==> src/rtl/core/bmf_pkg.sv <==
package bmf_pkg;

	localparam int MAX_WIDTH   = 1024;
	localparam int MAX_HEIGHT  = 1024;
	localparam int MAX_RADIUS  = 7;
	localparam int STORE_DEPTH = (2 * MAX_RADIUS + 1) * MAX_WIDTH + 2 * MAX_RADIUS + 1;

	localparam int COORD_W = 10;
	localparam int DIM_W   = 11;
	localparam int LIN_W   = 21;
	localparam int ADDR_W  = $clog2(STORE_DEPTH);
	localparam int RAD_W   = 3;
	localparam int SPAN_W  = 4;
	localparam int CNT_W   = 8;
	localparam int SUM_W   = 16;
	localparam int DVD_W   = SUM_W + 8;
	localparam int STEP_W  = $clog2(DVD_W);
	localparam int CFG_IDX_W  = 3;
	localparam int CFG_DATA_W = 11;

	localparam logic [15:0] LOW_RESULT = 16'd26;

	localparam logic [CFG_IDX_W-1:0] REG_FRAME_WIDTH  = 3'd0;
	localparam logic [CFG_IDX_W-1:0] REG_FRAME_HEIGHT = 3'd1;
	localparam logic [CFG_IDX_W-1:0] REG_RADIUS       = 3'd2;
	localparam logic [CFG_IDX_W-1:0] REG_FLOOR_LEVEL  = 3'd3;

	typedef struct packed {
		logic take;
		logic bound;
		logic mul1;
		logic mul2;
		logic addr;
		logic scan;
		logic floor_chk;
		logic div;
		logic emit_adv;
	} bmf_cmd_t;

	typedef struct packed {
		logic ready;
		logic scan_last;
		logic div_last;
	} bmf_stat_t;

endpackage

==> src/rtl/core/bmf_ctrl.sv <==
module bmf_ctrl (
	input  logic              clk,
	input  logic              arst_n,
	input  logic              in_valid,
	output logic              in_ready,
	output logic              out_valid,
	input  logic              out_ready,
	input  bmf_pkg::bmf_stat_t stat,
	output bmf_pkg::bmf_cmd_t  cmd
);
	import bmf_pkg::*;

	localparam logic [3:0] S_IDLE  = 4'd0;
	localparam logic [3:0] S_BOUND = 4'd1;
	localparam logic [3:0] S_MUL1  = 4'd2;
	localparam logic [3:0] S_MUL2  = 4'd3;
	localparam logic [3:0] S_CHECK = 4'd4;
	localparam logic [3:0] S_ADDR  = 4'd5;
	localparam logic [3:0] S_SCAN  = 4'd6;
	localparam logic [3:0] S_TAIL  = 4'd7;
	localparam logic [3:0] S_FLOOR = 4'd8;
	localparam logic [3:0] S_DIV   = 4'd9;
	localparam logic [3:0] S_OUT   = 4'd10;

	logic [3:0] state_q, state_d;

	assign in_ready  = (state_q == S_IDLE);
	assign out_valid = (state_q == S_OUT);

	always_comb begin
		state_d = state_q;
		cmd = '0;
		unique case (state_q)
			S_IDLE: begin
				if (in_valid) begin
					cmd.take = 1'b1;
					state_d = S_BOUND;
				end
			end
			S_BOUND: begin
				cmd.bound = 1'b1;
				state_d = S_MUL1;
			end
			S_MUL1: begin
				cmd.mul1 = 1'b1;
				state_d = S_MUL2;
			end
			S_MUL2: begin
				cmd.mul2 = 1'b1;
				state_d = S_CHECK;
			end
			S_CHECK: state_d = stat.ready ? S_ADDR : S_IDLE;
			S_ADDR: begin
				cmd.addr = 1'b1;
				state_d = S_SCAN;
			end
			S_SCAN: begin
				cmd.scan = 1'b1;
				if (stat.scan_last) state_d = S_TAIL;
			end
			S_TAIL: state_d = S_FLOOR;
			S_FLOOR: begin
				cmd.floor_chk = 1'b1;
				state_d = S_DIV;
			end
			S_DIV: begin
				cmd.div = 1'b1;
				if (stat.div_last) state_d = S_OUT;
			end
			S_OUT: begin
				if (out_ready) begin
					cmd.emit_adv = 1'b1;
					state_d = S_IDLE;
				end
			end
			default: state_d = S_IDLE;
		endcase
	end

	always_ff @(posedge clk or negedge arst_n) begin
		if (!arst_n) state_q <= S_IDLE;
		else state_q <= state_d;
	end

endmodule

==> config.mk <==
export PLATFORM = sky130hd
export DESIGN_NAME = bmf_ctrl
export DESIGN_NICKNAME = d
export VERILOG_FILES = /design/src/rtl/core/bmf_pkg.sv /design/src/rtl/core/bmf_ctrl.sv
export SDC_FILE = /design/constraint.sdc
export NUM_CORES = 1
export LEC_CHECK = 0
export BUFFER_PORTS_ARGS = -buffer_cell sky130_fd_sc_hd__buf_2
export CAP_MARGIN = 20
export CORE_AREA = 2 2 39 41
export CTS_CLUSTER_DIAMETER = 30
export DETAILED_ROUTE_END_ITERATION = 7
export DIE_AREA = 0 0 41 43
export MAX_ROUTING_LAYER = met4
export PLACE_DENSITY_LB_ADDON = 0.2
export SYNTH_ARGS = -nofsm -noshare
export SYNTH_HDL_FRONTEND = slang
export SYNTH_SLANG_ARGS = --single-unit
export TNS_END_PERCENT = 20
==> constraint.sdc <==
create_clock -name clk -period 1.5 [get_ports clk]
set_input_delay 0.3 -clock clk [delete_from_list [all_inputs] [get_ports clk]]
set_output_delay 0.3 -clock clk [all_outputs]
set_load 0.005 [all_outputs]
Word level (Yosys, flattened, before mapping)

Index checks and enable logic that the tools add are counted.

Reductions and logical operators: 2
Eq/ne operators: 14
Muxes and demuxes: 17

Operators by type and width:

| operator           | number |
|---|---|
| $pmux 4 s11        | 1 |
| $eq 4x3->1 const B | 4 |
| $mux 4             | 4 |
| $eq 4x4->1 const B | 3 |
| $mux 1             | 11 |
| $eq 4x2->1 const B | 2 |
| $ne 2x2->1 const B | 3 |
| $eq 4x1->1 const B | 1 |
| $logic_not 4->1    | 1 |
| $reduce_and 4->1   | 1 |
| $mux 3             | 1 |
| $ne 2x1->1 const B | 1 |

Output and inout port bits: 11
Flip-flop bits (word level): 4

Logic depth before layout (Yosys ltp)

Depth after elaboration: 3
Depth in mapped cells: 4

Least setup slack after synthesis

No wires, ideal clock.

Path kind: flip-flop to output port
Start: register state_q[1]
End: output cmd[8] in the netlist's numbering
Arrival: 0.988 ns
Path buffers: 1
Data required time: 1.200 ns
Cell stages (with the launch flop): 4
Path slack: 0.212 ns
Path through: dfrtp_1 > buf_6 > nor4_2 > and2_1

RTL lines:

| what                   | RTL line       | RTL |
|---|---|---|
| from (decl)            | bmf_ctrl.sv:25 | `logic [3:0] state_q, state_d;` |
| from (signal assigned) | bmf_ctrl.sv:82 | `else state_q <= state_d;` |
| to (decl)              | bmf_ctrl.sv:9  | `output bmf_pkg::bmf_cmd_t cmd` |

==> results_dict.tcl <==
set metrics [dict create \
    syn_to_final_growth_pct 61.5 \
    holdCritStartpoint "stat[0]" \
    drive_gt1_share_pct 60.3 \
    rsz0062_at_grt "true" \
    antenna_found_initial 0 \
    firstDrtPassIters 3 \
    met2_usage_pct 20.3 \
    largest_reg_flops 4 \
    synthDistinctLibCells 22 \
    cts_sinks 4 \
    finalHoldViolations 0 \
    place_congestion 0.792 \
    netlist_area_sq_um 358 \
    cts.reportedPaths.clkPinSlew_ps 40 \
    cts_tree "built" \
    synthesis.nets 48 \
    p_seq_share_pct 21.6 \
    ys_seq_elements 4 \
    crit_fanout 6 \
    layout_common_cells "buf_2, buf_4, nor2_1" \
    grt.busiest_layer "met2" \
    r2r_end "state_q[0]" \
    setup_ws_ps -18.0 \
    hold_class "in -> reg" \
    drc 0 \
    r2r-start "state_q[1]" \
    io_buffers 17 \
    critPathRequiredTime_ps 1200 \
    reg2regPathDepth 4 \
    setup_violations 1 \
    failed_checks "setup timing" \
    die_h_microns 43 \
    track_usage_pct 13.3 \
    tightestPinTransition_ps 273 \
    synth_area_per_cell_sq_um 8.73 \
    internal-power_mw 0.680 \
    drv_cap 0 \
    swShare_pct 42.1 \
    grt_overflow 0 \
    yosysSeqAreaShare_pct 28.0 \
    finalPower_mw 1.17 \
    path_class "reg -> out" \
    arrival_ps 1220 \
    place_area_sq_um 467 \
    slew_headroom_pct 81.8 \
    grt_pass1_wl_microns 1520 \
    wl_per_cell_microns 11.8 \
    rows 14 \
    r2r_setup_slack_ps 130 \
    die_w_microns 41 \
    htree_num_levels 1 \
    final_cell_area_sq_um 578 \
    grt.met1_usage_pct 14.1 \
    pwr-share-comb_pct 67.4 \
    ioPinCount 18 \
    worstSetupStartpointType "flip-flop" \
    cts_buffer_depth 2 \
    yosysWarnings 0 \
    regMostFlops "state_q" \
    outcome "complete, but fails checks" \
    cts_buffers 3 \
    post-route-min-period_ps 1520 \
    hold_end "state_q[0]" \
    grt_pass1_vias 379 \
    p_leak_nw 0.273 \
    nets 77 \
    hold_path_depth 2 \
    grt_max_degree 8 \
    initial_utilization_pct 25.9 \
    netlist_instances 41 \
    clockPowerShare_pct 11.0 \
    max_freq_mhz 659 \
    switching_power_mw 0.494 \
    die_area_sq_mm 0.00176 \
    met3_usage_pct 3.14 \
    vdd_drop_max_v 0.000941 \
    num_vias 405 \
    biggestRegsByFlops "state_q: 4 flops" \
    viasPerCell 4.82 \
    drtIter0Drc 6 \
    p_per_area_mw_per_mm2 2030 \
    skew_ps 3.14 \
    dp.final_hpwl_microns 697 \
    fin_crit_sh_pct 101 \
    clock_latency_ps 230 \
    core_area_sq_mm 0.00138 \
    final_common_cell "buf_2" \
    cts_root_buffer "clkbuf_4" \
    num_antenna_cells 0 \
    cp-end-kind "primary output" \
    ant_nets 0 \
    pre_cts_ws_ps 142 \
    finalMaxSlewViolations 0 \
    drt_wl_total_microns 987 \
]
final cells by class:
cell class                 instances  area (sq um)
sequential                         4           104
multi-input combinational         33           262
clock buffer                       3          22.5
tap                               16          20.0
inverter                           1          3.75
timing repair buffer              27           166
fill                             162           806
power by group through the flow:
| stage | combinational (mW) | clock (mW) | sequential [mW] |
|---|---|---|---|
| 2_1_floorplan | 0.451 | 0 | 0.208 |
| 3_5_place_dp | 0.599 | 0 | 0.248 |
| 6_report | 0.792 | 0.129 | 0.254 |
| 5_1_grt | 0.876 | 0.146 | 0.261 |
| 4_1_cts | 0.754 | 0.139 | 0.240 |
| 3_3_place_gp | 0.609 | 0 | 0.252 |
timing repair:
| action | in CTS | in global routing |
|---|---|---|
| buffers inserted | 5 | 0 |
| hold buffers | 1 | 0 |
| endpoints found under the hold margin | 4 | 0 |
| setup endpoints to repair | 9 | 9 |
| gates resized for setup | 6 | 4 |
cell usage after synthesis:
| cell | count | area share (%) |
|---|---|---|
| o32ai_2 | 1 | 4.5 |
| buf_4 | 2 | 4.2 |
| and2_1 | 2 | 3.5 |
| or3_1 | 1 | 1.7 |
| a21oi_2 | 1 | 2.4 |
| nand2b_1 | 3 | 5.2 |
| nand2b_2 | 1 | 2.4 |
| a21boi_0 | 1 | 2.1 |
| inv_1 | 1 | 1.0 |
| nor3_1 | 5 | 7.0 |
| nor2_1 | 5 | 5.2 |
| buf_6 | 1 | 3.1 |
| nand3b_1 | 2 | 4.2 |
| mux2i_1 | 1 | 2.8 |
| o21a_1 | 3 | 6.3 |
| nand2_1 | 1 | 1.0 |
| o22ai_1 | 2 | 3.5 |
| and2b_1 | 1 | 2.1 |
| dfrtp_1 | 4 | 28 |
| o311ai_2 | 1 | 4.5 |
| nor4_2 | 1 | 3.5 |
| a21oi_1 | 1 | 1.4 |
how the worst max path moves through the flow:
stage	slack, ps	cells after the start	from	to
6_report	-20	4	state_q[2]	cmd[0]
5_1_grt	-110	4	state_q[0]	cmd[0]
4_1_cts	-10	4	state_q[0]	cmd[0]
3_5_place_dp	140	3	state_q[1]	cmd[8]
3_3_place_gp	150	4	state_q[1]	cmd[0]
2_1_floorplan	210	3	state_q[1]	cmd[8]
per-stage QoR:
| step | util (%) | setup TNS (ps) | std cells | hold slack (ps) |
|---|---|---|---|---|
| floorplan | - | 0 | 41 | 4.41 |
| global placement | 33.7 | 0 | 75 | 108 |
| detailed placement | 33.7 | 0 | 75 | 107 |
| CTS | 40.2 | -36.6 | 84 | 288 |
| global route | 41.8 | -377 | 84 | 293 |
| finish | 41.8 | -18.0 | 84 | 299 |
critical path, stage by stage, from the launching register on:
cell	delay [ps]
dfrtp_2	460
nand2b_4	190
nor2_1	110
and2_1	130
buf_2	100
cells by family (layout without fill, tap and decap cells):
logic type	Yosys count	count (layout)	synth area share (%)
muxes	1	1	2.80
buffers and inverters	4	31	8.39
DFF	4	4	28.0
and+or+nand+nor	22	22	36.0
AOI/OAI and AO/OA	10	10	24.8
per-layer routing:
layer  wire, microns  share of wire [%]
met1             371                 38
met2             547                 55
met3              47                4.8
met4              21                2.1
met5               0                  0
(Power assumes the default switching activity.)
